--- config.mk ---
export PLATFORM = sky130hd
export DESIGN_NAME = decayed_success_rate_estimator_unit
export DESIGN_NICKNAME = d
export VERILOG_FILES = /design/src/design/dsre_pkg.sv /design/src/design/decayed_success_rate_estimator_unit.sv
export SDC_FILE = /design/constraint.sdc
export NUM_CORES = 2
export LEC_CHECK = 0
export ABC_AREA = 1
export BUFFER_PORTS_ARGS = -buffer_cell sky130_fd_sc_hd__buf_2
export CAP_MARGIN = 20
export CORE_MARGIN = 2
export CORE_UTILIZATION = 65
export DETAILED_ROUTE_END_ITERATION = 7
export HOLD_SLACK_MARGIN = 0.02
export PLACE_DENSITY = 0.85
export RECOVER_POWER = 100
export SLEW_MARGIN = 15
export SYNTH_ARGS = -nofsm -noshare
export SYNTH_HDL_FRONTEND = slang
export SYNTH_SLANG_ARGS = --single-unit
--- constraint.sdc ---
create_clock -name aclk -period 9.06 [get_ports aclk]
set_input_delay 0.906 -clock aclk [delete_from_list [all_inputs] [get_ports aclk]]
set_output_delay 0.906 -clock aclk [all_outputs]
set_load 0.01 [all_outputs]
--- src/design/dsre_pkg.sv ---
// ----------------------------------------------------------------------------
// Decayed success-rate estimator package
// Shared widths, codes, reset values and the decay table generator.
// ----------------------------------------------------------------------------
package dsre_pkg;

    // Fixed field and state widths
    localparam int ACC_W      = 48;
    localparam int EST_W      = 17;
    localparam int Q_W        = 16;
    localparam int OUTCOME_W  = 17;
    localparam int EPS_W      = 16;
    localparam int LAMBDA_W   = 24;
    localparam int MODE_W     = 2;
    localparam int TIME_IN_W  = 32;
    localparam int ADD_W      = 18;
    localparam int APB_ADDR_W = 3;
    localparam int APB_DATA_W = 32;

    // Shared multiplier operand widths
    localparam int MUL_A_W = 32;
    localparam int MUL_B_W = 24;
    localparam int MUL_P_W = MUL_A_W + MUL_B_W;

    // Divider step counter width
    localparam int DIV_CNT_W = 4;

    // Parameter defaults
    localparam int ACC_FRAC_BITS_DEF     = 24;
    localparam int TIME_BITS_DEF         = 32;
    localparam int DECAY_TABLE_DEPTH_DEF = 256;

    // Constants
    localparam logic [EPS_W-1:0]     EPSILON_RESET = 16'd655;
    localparam logic [LAMBDA_W-1:0]  LAMBDA_RESET  = 24'd6554;
    localparam logic [EST_W-1:0]     ONE_Q16       = 17'd65536;
    localparam logic [EST_W-1:0]     LOG2E_Q16     = 17'd94548;
    localparam logic [63:0]          LN2_Q32       = 64'd2977044472;

    // Item modes
    localparam logic [MODE_W-1:0] MODE_UPDATE  = 2'd0;
    localparam logic [MODE_W-1:0] MODE_PRIOR   = 2'd1;
    localparam logic [MODE_W-1:0] MODE_DEFAULT = 2'd2;

    // Register indexes (paddr bit 2)
    localparam logic REG_EPSILON = 1'b0;
    localparam logic REG_LAMBDA  = 1'b1;

    // exp(-z) for z in Q0.32, result rounded to Q0.16 and capped at 65535.
    // Truncated Taylor terms up to the twelfth power; evaluated at elaboration only.
    function automatic logic [15:0] exp_neg_q16(input logic [63:0] z);
        logic [63:0] term;
        logic [63:0] pos;
        logic [63:0] neg;
        logic [63:0] prod;
        logic [63:0] r;
        term = 64'd1 << 32;
        pos  = term;
        neg  = '0;
        for (int n = 1; n <= 12; n++) begin
            prod = term * z;
            term = (prod >> 32) / 64'(n);
            if ((n & 1) != 0) begin
                neg = neg + term;
            end else begin
                pos = pos + term;
            end
        end
        r = (pos > neg) ? (pos - neg) : 64'd0;
        r = (r + 64'd32768) >> 16;
        if (r > 64'd65535) begin
            r = 64'd65535;
        end
        return r[15:0];
    endfunction

    // Clamp a Q1.16 value to 1.0
    function automatic logic [EST_W-1:0] clamp_q16(input logic [EST_W-1:0] v);
        return (v > ONE_Q16) ? ONE_Q16 : v;
    endfunction

endpackage

--- src/design/decayed_success_rate_estimator_unit.sv ---
// ----------------------------------------------------------------------------
// Decayed success-rate estimator
// Time-decayed success sum and weight with a sum/weight estimate per item.
// ----------------------------------------------------------------------------
//
//  Channel   Direction  Handshake        Carries
//  s_*       in         s_valid/s_ready  mode, event_time, outcome, prior_rate
//  m_*       out        m_valid/m_ready  success_estimate, saturated
//  APB       in/out     psel/penable     epsilon_q16 (0x0), lambda_q16 (0x4)
//
//  Updates pass through the decay factor states (MX, MY, TBL, F), then ML, MH
//  and ACC once per accumulator on the shared 32x24 multiplier, then the
//  divider (setup and 16 quotient bits), the result load and idle.
//  Restarts skip the multiplier; a clamped estimate skips the divider.
//  Synchronous reset, no clearing pass. A waiting result does not block the
//  next item; only the final state stalls while the previous one is unread.
//
module decayed_success_rate_estimator_unit #(
    parameter int ACC_FRAC_BITS     = dsre_pkg::ACC_FRAC_BITS_DEF,
    parameter int TIME_BITS         = dsre_pkg::TIME_BITS_DEF,
    parameter int DECAY_TABLE_DEPTH = dsre_pkg::DECAY_TABLE_DEPTH_DEF
) (
    input  logic                                aclk,
    input  logic                                aresetn,
    // Input items
    input  logic                                s_valid,
    output logic                                s_ready,
    input  logic [dsre_pkg::MODE_W-1:0]         s_mode,
    input  logic [dsre_pkg::TIME_IN_W-1:0]      s_event_time,
    input  logic [dsre_pkg::OUTCOME_W-1:0]      s_outcome,
    input  logic [dsre_pkg::OUTCOME_W-1:0]      s_prior_rate,
    // Result items
    output logic                                m_valid,
    input  logic                                m_ready,
    output logic [dsre_pkg::EST_W-1:0]          m_success_estimate,
    output logic                                m_saturated,
    // Configuration
    input  logic                                psel,
    input  logic                                penable,
    input  logic                                pwrite,
    input  logic [dsre_pkg::APB_ADDR_W-1:0]     paddr,
    input  logic [dsre_pkg::APB_DATA_W-1:0]     pwdata,
    output logic [dsre_pkg::APB_DATA_W-1:0]     prdata,
    output logic                                pready
);
    import dsre_pkg::*;

    localparam int ACC_SHIFT = ACC_FRAC_BITS - Q_W;
    localparam int IDX_W     = $clog2(DECAY_TABLE_DEPTH);
    localparam int DTW_W     = TIME_BITS + 32;

    typedef enum logic [3:0] {
        S_IDLE,
        S_MX,
        S_MY,
        S_TBL,
        S_F,
        S_ML,
        S_MH,
        S_ACC,
        S_DIV_INIT,
        S_DIV,
        S_DONE
    } state_t;

    state_t                  state_reg;
    logic [EPS_W-1:0]        epsilon_reg;
    logic [LAMBDA_W-1:0]     lambda_reg;
    logic [ACC_W-1:0]        sum_reg;
    logic [ACC_W-1:0]        weight_reg;
    logic [TIME_BITS-1:0]    last_time_reg;
    logic [TIME_BITS-1:0]    dt_reg;
    logic [EST_W-1:0]        outcome_reg;
    logic                    big_dt_reg;
    logic                    f_zero_reg;
    logic                    f_one_reg;
    logic [4:0]              ip_reg;
    logic [15:0]             tbl_reg;
    logic [EST_W-1:0]        f_reg;
    logic [MUL_P_W-1:0]      prod_reg;
    logic [40:0]             plo_reg;
    logic                    acc_sel_reg;
    logic                    sat_reg;
    logic [ACC_W-1:0]        rem_reg;
    logic [Q_W-1:0]          quo_reg;
    logic [DIV_CNT_W-1:0]    cnt_reg;
    logic [EST_W-1:0]        est_reg;
    logic                    m_valid_reg;
    logic [EST_W-1:0]        m_success_estimate_reg;
    logic                    m_saturated_reg;

    // Decay table: entry i = 2^-(i/DEPTH) in Q0.16
    logic [15:0] decay_rom [DECAY_TABLE_DEPTH];

    for (genvar g = 0; g < DECAY_TABLE_DEPTH; g++) begin : g_rom
        localparam logic [63:0] Z = (64'(g) * LN2_Q32) / 64'(DECAY_TABLE_DEPTH);
        assign decay_rom[g] = exp_neg_q16(Z);
    end

    // Input side: time delta and clamped fields
    logic [TIME_BITS-1:0] t_in;
    logic [TIME_BITS-1:0] dt_in;
    logic [EST_W-1:0]     outcome_in;
    logic [EST_W-1:0]     prior_in;
    logic                 s_fire;

    assign t_in       = TIME_BITS'(s_event_time);
    assign dt_in      = (t_in > last_time_reg) ? (t_in - last_time_reg) : '0;
    assign outcome_in = clamp_q16(s_outcome);
    assign prior_in   = clamp_q16(s_prior_rate);
    assign s_ready    = (state_reg == S_IDLE);
    assign s_fire     = s_valid && s_ready;

    // Delta split: low 32 bits feed the multiplier, the rest forces f = 0
    logic [DTW_W-1:0] dt_wide;
    logic             big_dt;

    assign dt_wide = {32'b0, dt_reg};
    assign big_dt  = |dt_wide[DTW_W-1:32];

    // Shared multiplier operand select
    logic [MUL_A_W-1:0] mul_a;
    logic [MUL_B_W-1:0] mul_b;
    logic [MUL_P_W-1:0] mul_p;
    logic [ACC_W-1:0]   acc_cur;

    assign acc_cur = acc_sel_reg ? weight_reg : sum_reg;

    always_comb begin
        case (state_reg)
            S_MX: begin
                mul_a = dt_wide[31:0];
                mul_b = lambda_reg;
            end
            S_MY: begin
                mul_a = MUL_A_W'(LOG2E_Q16);
                mul_b = prod_reg[23:0];
            end
            S_ML: begin
                mul_a = MUL_A_W'(f_reg);
                mul_b = acc_cur[23:0];
            end
            S_MH: begin
                mul_a = MUL_A_W'(f_reg);
                mul_b = acc_cur[47:24];
            end
            default: begin
                mul_a = '0;
                mul_b = '0;
            end
        endcase
    end

    assign mul_p = MUL_P_W'(mul_a) * MUL_P_W'(mul_b);

    // Log2 scaling: y = (x * log2(e) + half) >> 16, table index from fraction
    logic [41:0]        y_full;
    logic [25:0]        y_val;
    logic [IDX_W+15:0]  idx_prod;
    logic [IDX_W-1:0]   tbl_idx;

    assign y_full   = 42'(prod_reg[40:0]) + 42'd32768;
    assign y_val    = y_full[41:16];
    assign idx_prod = (IDX_W+16)'(y_val[15:0]) * (IDX_W+16)'(DECAY_TABLE_DEPTH);
    assign tbl_idx  = idx_prod[IDX_W+15:16];

    // Accumulator update: ((f * acc) >> 16) + addend, saturating
    logic [ADD_W-1:0] addend;
    logic [49:0]      acc_sum;
    logic [ACC_W-1:0] acc_next;
    logic             acc_sat;

    assign addend   = acc_sel_reg ? (ADD_W'(ONE_Q16) + ADD_W'(epsilon_reg))
                                  : ADD_W'(outcome_reg);
    assign acc_sum  = (50'(prod_reg[40:0]) << 8) + 50'(plo_reg >> 16)
                    + (50'(addend) << ACC_SHIFT);
    assign acc_sat  = |acc_sum[49:48];
    assign acc_next = acc_sat ? {ACC_W{1'b1}} : acc_sum[ACC_W-1:0];

    // Restoring divider step
    logic [ACC_W:0]   rem_sh;
    logic             rem_ge;
    logic [ACC_W-1:0] rem_next;
    logic [Q_W-1:0]   quo_next;

    assign rem_sh   = {rem_reg, 1'b0};
    assign rem_ge   = (rem_sh >= {1'b0, weight_reg});
    assign rem_next = rem_ge ? ACC_W'(rem_sh - {1'b0, weight_reg}) : rem_sh[ACC_W-1:0];
    assign quo_next = {quo_reg[Q_W-2:0], rem_ge};

    // Sequencer, datapath state and output register
    always_ff @(posedge aclk) begin
        if (!aresetn) begin
            state_reg     <= S_IDLE;
            sum_reg       <= ACC_W'(1) << ACC_FRAC_BITS;
            weight_reg    <= ACC_W'(2) << ACC_FRAC_BITS;
            last_time_reg <= '0;
            acc_sel_reg   <= 1'b0;
            sat_reg       <= 1'b0;
            m_valid_reg   <= 1'b0;
        end else begin
            // Drop the result once taken, unless a new one replaces it
            if (m_valid_reg && m_ready && (state_reg != S_DONE)) begin
                m_valid_reg <= 1'b0;
            end

            case (state_reg)
                S_IDLE: begin
                    if (s_fire) begin
                        sat_reg     <= 1'b0;
                        acc_sel_reg <= 1'b0;
                        outcome_reg <= outcome_in;
                        case (s_mode)
                            MODE_UPDATE: begin
                                dt_reg        <= dt_in;
                                last_time_reg <= t_in;
                                state_reg     <= S_MX;
                            end
                            MODE_PRIOR: begin
                                sum_reg       <= ACC_W'(prior_in) << ACC_SHIFT;
                                weight_reg    <= ACC_W'(ADD_W'(ONE_Q16) + ADD_W'(epsilon_reg))
                                                 << ACC_SHIFT;
                                last_time_reg <= '0;
                                state_reg     <= S_DIV_INIT;
                            end
                            MODE_DEFAULT: begin
                                sum_reg       <= ACC_W'(1) << ACC_FRAC_BITS;
                                weight_reg    <= ACC_W'(2) << ACC_FRAC_BITS;
                                last_time_reg <= '0;
                                state_reg     <= S_DIV_INIT;
                            end
                            default: begin
                                state_reg <= S_DIV_INIT;
                            end
                        endcase
                    end
                end

                // x = lambda * dt
                S_MX: begin
                    prod_reg   <= mul_p;
                    big_dt_reg <= big_dt;
                    state_reg  <= S_MY;
                end

                // Classify x, then scale by log2(e)
                S_MY: begin
                    f_zero_reg <= big_dt_reg || (|prod_reg[MUL_P_W-1:24]);
                    f_one_reg  <= (prod_reg == '0);
                    prod_reg   <= mul_p;
                    state_reg  <= S_TBL;
                end

                // Look up 2^-fraction, keep the integer shift
                S_TBL: begin
                    tbl_reg   <= decay_rom[tbl_idx];
                    ip_reg    <= y_val[20:16];
                    if (y_val[25:16] >= 10'd17) begin
                        f_zero_reg <= 1'b1;
                    end
                    state_reg <= S_F;
                end

                // Form the decay factor
                S_F: begin
                    if (f_one_reg) begin
                        f_reg <= ONE_Q16;
                    end else if (f_zero_reg) begin
                        f_reg <= '0;
                    end else begin
                        f_reg <= EST_W'(tbl_reg >> ip_reg);
                    end
                    state_reg <= S_ML;
                end

                // Low partial product
                S_ML: begin
                    prod_reg  <= mul_p;
                    state_reg <= S_MH;
                end

                // High partial product, hold the low one
                S_MH: begin
                    plo_reg   <= prod_reg[40:0];
                    prod_reg  <= mul_p;
                    state_reg <= S_ACC;
                end

                // Combine, add, saturate; then advance to weight or divide
                S_ACC: begin
                    if (acc_sel_reg) begin
                        weight_reg <= acc_next;
                        state_reg  <= S_DIV_INIT;
                    end else begin
                        sum_reg     <= acc_next;
                        acc_sel_reg <= 1'b1;
                        state_reg   <= S_ML;
                    end
                    if (acc_sat) begin
                        sat_reg <= 1'b1;
                    end
                end

                // Clamp at 1.0 or start the divider
                S_DIV_INIT: begin
                    if (sum_reg >= weight_reg) begin
                        est_reg   <= ONE_Q16;
                        state_reg <= S_DONE;
                    end else begin
                        rem_reg   <= sum_reg;
                        quo_reg   <= '0;
                        cnt_reg   <= {DIV_CNT_W{1'b1}};
                        state_reg <= S_DIV;
                    end
                end

                // One quotient bit per cycle
                S_DIV: begin
                    rem_reg <= rem_next;
                    quo_reg <= quo_next;
                    cnt_reg <= cnt_reg - 1'b1;
                    if (cnt_reg == '0) begin
                        est_reg   <= EST_W'(quo_next);
                        state_reg <= S_DONE;
                    end
                end

                // Load the output register once it is free
                S_DONE: begin
                    if (!m_valid_reg || m_ready) begin
                        m_valid_reg            <= 1'b1;
                        m_success_estimate_reg <= est_reg;
                        m_saturated_reg        <= sat_reg;
                        state_reg              <= S_IDLE;
                    end
                end

                default: begin
                    state_reg <= S_IDLE;
                end
            endcase
        end
    end

    assign m_valid            = m_valid_reg;
    assign m_success_estimate = m_success_estimate_reg;
    assign m_saturated        = m_saturated_reg;

    // Configuration registers
    logic cfg_wr;

    assign cfg_wr = psel && penable && pwrite;
    assign pready = 1'b1;

    always_ff @(posedge aclk) begin
        if (!aresetn) begin
            epsilon_reg <= EPSILON_RESET;
            lambda_reg  <= LAMBDA_RESET;
        end else if (cfg_wr) begin
            case (paddr[2])
                REG_EPSILON: epsilon_reg <= pwdata[EPS_W-1:0];
                REG_LAMBDA:  lambda_reg  <= pwdata[LAMBDA_W-1:0];
                default: begin
                end
            endcase
        end
    end

    always_comb begin
        case (paddr[2])
            REG_EPSILON: prdata = APB_DATA_W'(epsilon_reg);
            REG_LAMBDA:  prdata = APB_DATA_W'(lambda_reg);
            default:     prdata = '0;
        endcase
    end

    // Divider remainder stays below the divisor
    a_rem_below_weight: assert property (@(posedge aclk) disable iff (!aresetn)
        (state_reg == S_DIV) |-> (rem_reg < weight_reg))
        else $error("divider remainder not below weight");

    // Decay factor never exceeds 1.0
    a_factor_range: assert property (@(posedge aclk) disable iff (!aresetn)
        (state_reg == S_ML) |-> (f_reg <= ONE_Q16))
        else $error("decay factor above 1.0");

    // An accepted item starts the sequencer
    a_accept_starts: assert property (@(posedge aclk) disable iff (!aresetn)
        s_fire |=> (state_reg != S_IDLE))
        else $error("accepted item did not start the sequencer");

    // Restarts clear the time stamp
    a_restart_time: assert property (@(posedge aclk) disable iff (!aresetn)
        (s_fire && (s_mode == MODE_PRIOR || s_mode == MODE_DEFAULT))
        |=> (last_time_reg == '0))
        else $error("restart did not clear last time");

    // A finished item reaches the output register and frees the sequencer
    a_done_loads: assert property (@(posedge aclk) disable iff (!aresetn)
        (state_reg == S_DONE && (!m_valid_reg || m_ready))
        |=> (m_valid_reg && state_reg == S_IDLE))
        else $error("finished item not loaded into output register");

endmodule
* Yosys cells after proc, flatten, opt, wreduce, memory -nomap -nowiden
Memories as Yosys holds them, arrays and structs flattened. A register that Yosys moved wholly into a read port is not among the register bits. Cells that the tools add are included.
Word-level totals: word-level logic and storage cells 149, memories kept 1, bits in registers 447, output and inout bits 53, bits in read-only memories 4096, bits of input ports 110
Operators by class: reduce and logical (&&, ||, !) cells 40, multiply operators 1, shift-type cells 1, bitwise operators 2, order comparisons 6, add/subtract/negate cells 8, equality and inequality tests 23, muxes and demuxes 43
Memory list:
- (no name shown) | depth 256, bits a word 16, rd ports 1, clocked after Yosys merged registers in 1, write ports 0, RTL line decayed_success_rate_estimator_unit.sv:256 | tbl_reg <= decay_rom[tbl_idx];
Operator list (count):
- one-hot mux 48 bit (2 select lines) | 5
- two-way mux 48 bit | 8
- one-hot mux 32 bit (2 select lines) | 2
- one-hot mux 24 bit (4 select lines) | 1
- one-hot mux 32 bit (3 select lines) | 1
- two-way mux 17 bit | 4
- zero test 56 bit | 1
- multiplier 32 x 24 -> 56 bit | 1
- adder 49 x 25 -> 50 bit | 1
- adder 50 x 26 -> 50 bit | 1
- >= comparator 49 x 48 -> 1 bit | 1
- >= comparator 48 bit | 1
- subtractor 48 bit | 1
- one-hot mux 4 bit (11 select lines) | 1
- adder 41 x 16 -> 42 bit (second input constant) | 1
- adder 17 x 16 -> 18 bit (first input constant) | 2
- greater-than comparator 17 bit (second input constant) | 2
- one-hot mux 17 bit (2 select lines) | 1
- greater-than comparator 32 bit | 1
- OR reduction 32 bit | 1
- subtractor 32 bit | 1
- one-hot mux 15 bit (2 select lines) | 1
- two-way mux 4 bit | 6
- AND reduction 3 bit | 7
- other kinds (31) | 72

* Longest topological paths before layout
depth after elaboration 7, gate-level depth with buffers 37, gate-level depth less buffers 35

* Worst setup path before layout
Ideal clock, no wire load.
path type reg-to-reg, start reg state_reg[3], end reg prod_reg[45], data pin, data required time 8.798 ns, setup slack 1.837 ns, arrival time 6.961 ns, cell stages (with the launch flop) 31, library setup time 0.262 ns, clock period less this slack 7.223 ns, path buffers 3, cells stage by stage dfxtp_1 nor2_1 inv_1 nor2_2 buf_4 buf_2 nand2_1 inv_1 clkbuf_1 nand2_1 fa_1 inv_1 fa_1 fa_1 inv_1 fa_1 inv_1 fa_1 fa_1 inv_1 fa_1 inv_1 ha_1 nand2_1 nor2_1 inv_1 nor4_1 o21ai_0 nand3_1 a21oi_1 xor2_1
Between the ends: cells in the longest elaborated chain, start to end 4, elaborated cells between the ends (all ways) 8, those cells by class mul (1); eq/ne (4); mux (2); reduce/logical (1)
RTL lines:
- start, declared | RTL line decayed_success_rate_estimator_unit.sv:66 | state_t state_reg;
- start signal, assigned | RTL line decayed_success_rate_estimator_unit.sv:194 | state_reg <= S_IDLE;
- start signal, assigned | RTL line decayed_success_rate_estimator_unit.sv:217 | state_reg <= S_MX;
- start signal, assigned | RTL line decayed_success_rate_estimator_unit.sv:224 | state_reg <= S_DIV_INIT;
- equality test 4 x 3 -> 1 bit | RTL line decayed_success_rate_estimator_unit.sv:130 | case (state_reg)
- OR reduction 2 bit (no source line)
- one-hot mux 32 bit (3 select lines) | RTL line decayed_success_rate_estimator_unit.sv:130
- multiplier 32 x 24 -> 56 bit (*) | RTL line decayed_success_rate_estimator_unit.sv:154 | assign mul_p = MUL_P_W'(mul_a) * MUL_P_W'(mul_b);
- via mul_p[45] | RTL line decayed_success_rate_estimator_unit.sv:124 | logic [MUL_P_W-1:0] mul_p;
- end signal, assigned | RTL line decayed_success_rate_estimator_unit.sv:241 | prod_reg <= mul_p;
- end signal, assigned | RTL line decayed_success_rate_estimator_unit.sv:250 | prod_reg <= mul_p;
- end signal, assigned | RTL line decayed_success_rate_estimator_unit.sv:278 | prod_reg <= mul_p;
- end, declared | RTL line decayed_success_rate_estimator_unit.sv:80 | logic [MUL_P_W-1:0] prod_reg;
Mark *: on every way through the listed nets, which the timed path passes. The rest lies on a longest branch. A chain may end at the register's enable or synchronous reset.

* Worst setup path in the final report
start reg acc_sel_reg, end reg prod_reg[53], data pin
Between the ends: cells in the longest elaborated chain, start to end 3
RTL lines:
- start, declared | RTL line decayed_success_rate_estimator_unit.sv:82 | logic acc_sel_reg;
- start signal, assigned | RTL line decayed_success_rate_estimator_unit.sv:198 | acc_sel_reg <= 1'b0;
- start signal, assigned | RTL line decayed_success_rate_estimator_unit.sv:211 | acc_sel_reg <= 1'b0;
- start signal, assigned | RTL line decayed_success_rate_estimator_unit.sv:296 | acc_sel_reg <= 1'b1;
- two-way mux 48 bit | RTL line decayed_success_rate_estimator_unit.sv:127 | assign acc_cur = acc_sel_reg ? weight_reg : sum_reg;
- one-hot mux 24 bit (4 select lines) | RTL line decayed_success_rate_estimator_unit.sv:130
- multiplier 32 x 24 -> 56 bit | RTL line decayed_success_rate_estimator_unit.sv:154
- via mul_p[53] | RTL line decayed_success_rate_estimator_unit.sv:124
The timed path passes the listed nets, and every way through them passes these cells.

==> summary.md <==
| Metric | Value |
|---|---|
| Status | finished with violations |
| Failing checks | DRC, capacitance limit, slew limit |
| Max-slew violations | 519 |
| Type of origin of the critical path | register |
| Synthesized area | 57000 um^2 |
| Tightest Pin Transition | 3820 ps |
| Total GRT Usage | 0.446 |
| Worst Path Buf+Inv | 10 |
| Yosys cell types | 63 |
| Vias/cell | 6.14 |
| WL final | 201 mm |
| Final instance count without filler cells | 8976 |
| Largest cells by area after synthesis | fa_1 24%, edfxtp_1 14%, nand2_1 12% |
| GP Congestion | 1.06 |
| Hold WC Path Type | reg -> reg |
| Min Tclk post-route | 8800 ps |
| Top Ports | 163 |
| Mean Syn Cell Area | 7.41 um^2 |
| Dpl hpwl | 159 mm |
| Fillers | 7127 |
| Register area share after synthesis | 0.204 |
| Critical path arrival | 9140 ps |
| Vias | 55.1k |
| CTS tree | yes |
| Max_cap viols | 11 |
| PwrDens | 214 nW/um^2 |
| Endpoints failing hold | 0 |
| Routed len/inst | 22.4 um |
| Clock sink count | 446 |
| Design Power | 13000 uW |
| Rows | 108 |
| CP Class | reg -> reg |
| Number of global-route vias before repair | 53.9k |
| Die width | 300 um |
| Clock-pin transition on the worst setup and hold timing paths | 60 ps |
| Largest net degree at the start of global routing | 86 |
| DP Cell Count | 8879 |
| Final nets | 8919 |
| Most used DFF post-synth | edfxtp_1 |
| Max Clock Skew | 36.2 ps |
| Number of flip-flops under the largest register name | 56 |
| Initial antenna violation count | 3 |
| Critical Path Sink Type | register |
| Yosys top cell by area | fa_1 |
| Slew HR | -1.55 |
| Area of the multi-input gates | 38600 um^2 |
| Die area | 90100 um^2 |
| DR iter-0 viols | 7278 |
| First-pass GRT wire length | 307 mm |
| Count leader, synth | nand2_1 |
| Fraction of layout cells with a size suffix above 1 | 0.0555 |
| Longest Clk Path Bufs | 3 |
| Worst EP required | 9400 ps |
| Crit path max fanout | 20 |
| Sequential Area | 11600 um^2 |
| CTS Hold Bufs | 0 |
| Most used cell, CP | inv_1 |
| Drc violations | 1 |
| Port Buf Inserts | 143 |
| Floorplan Core Area | 86900 um^2 |
| Die height | 300 um |
| Delay-heaviest family, CP | adder cells |
| Area delta synth->final | 6.65% |
| Pleak | 0.0297 uW |
| Top cells by count, synth | 1844 x nand2_1, 1399 x inv_1, 770 x nor2_1 |
| GRT overflow | 0 |
| Slowest stage cell, crit path | o21ai_0 |
| DR pass1 iterations | 8 |
| TritonCTS buffer count | 49 |
| Asr flop ratio synth | 0 |
| Yosys warns | 0 |
| Remaining antenna violation count | 0 |
| F_max | 114 MHz |
| Seq cells post-synth | 446 |
| Final period util | 0.971 |
| Maximum vdd drop | 0.000180 V |
| Post-synth EDFFs | 271 |
| Post-Syn Instances | 7690 |
| Clock root buffer | clkbuf_16 |
| Initial Utilization | 0.656 |
| Worst path max stage delay | 740 ps |
| H-tree depth | 2 |
| Final setup vio count | 0 |
| Top cell type's share of synthesized area | 0.238 |
| Clk_lat worst skew | 620 ps |
final timing paths:
path	from	endpoint	slack (ps)	cells after the start
setup / recovery	acc_sel_reg	prod_reg[53]	260	30
hold / removal	est_reg[9]	m_success_estimate[9]	420	0
setup reg to reg	acc_sel_reg	prod_reg[53]	260	30
hold reg to reg	est_reg[9]	m_success_estimate[9]	420	0
cells in the final DEF (no fill, tap or decap), types with 98 or more instances in the layout:
cell,count
a21oi_1,453
buf_4,156
dfxtp_1,175
edfxtp_1,271
fa_1,678
ha_1,349
inv_1,1396
nand2_1,1847
nand3_1,371
nand4_1,98
nor2_1,766
o21ai_0,422
layer usage:
| layer | wire, um | GRT usage |
|---|---|---|
| met1 | 74800 | 0.595 |
| met2 | 86800 | 0.669 |
| met3 | 26900 | 0.113 |
| met4 | 12900 | 0.244 |
| met5 | 34 | 0 |
metrics by stage:
stage / hold slack, ps / cell area, um^2 / setup TNS (ps) / worst slack [ps] / utilization
3_3_place_gp: 402 / 59200 / 0 / 615 / 0.682
2_1_floorplan: 400 / 57000 / 0 / 1840 / -
6_report: 419 / 60800 / 0 / 261 / 0.699
3_5_place_dp: 406 / 59200 / 0 / 399 / 0.682
4_1_cts: 421 / 60900 / 0 / 356 / 0.701
5_1_grt: 430 / 60800 / -14.2 / -11.8 / 0.699
cells by family after synthesis:
logic type,count (synthesis),share of synthesized area
flip-flops,446,0.204
AO/OA/AOI/OAI,1129,0.110
buffers and inverters,1736,0.119
other,2,0.000132
AND/OR/NAND/NOR,3220,0.232
adder cells (fa/ha/maj),1027,0.315
XOR/XNOR,128,0.0197
multiplexers,2,0.000351
worst register-to-register path, delay by kind of cell (launching register included):
kind / cells / cell delay, ps
AND/OR/NAND/NOR: 6 / 1040
XOR/XNOR: 1 / 150
buffers and inverters: 10 / 1620
flip-flops: 1 / 350
adder cells (fa/ha/maj): 8 / 4040
AO/OA/AOI/OAI: 5 / 1340
where the power goes:
| group | internal, uW | total, uW | leakage, uW | switching (uW) |
|---|---|---|---|---|
| registers | 2670 | 2980 | 0.00392 | 311 |
| logic | 2340 | 7940 | 0.0250 | 5600 |
| clock network | 1180 | 2070 | 0.000798 | 888 |
| total | 6190 | 13000 | 0.0297 | 6800 |
repair_timing:
item | 4_1_cts | 5_1_grt
resized for setup | 0 | 5
setup buffers | 0 | 4
hold endpoints to repair | 0 | 0
setup endpoints to repair | 0 | 21
layout make-up:
class,instances,area share
Antenna cell,1,0.0000412
Clock buffer,61,0.0221
Clock inverter,28,0.00478
Inverter,1434,0.0889
Multi-Input combinational cell,5515,0.635
Sequential cell,446,0.192
Tap cell,1155,0.0238
Timing Repair Buffer,336,0.0339
(Power assumes the default switching activity.)
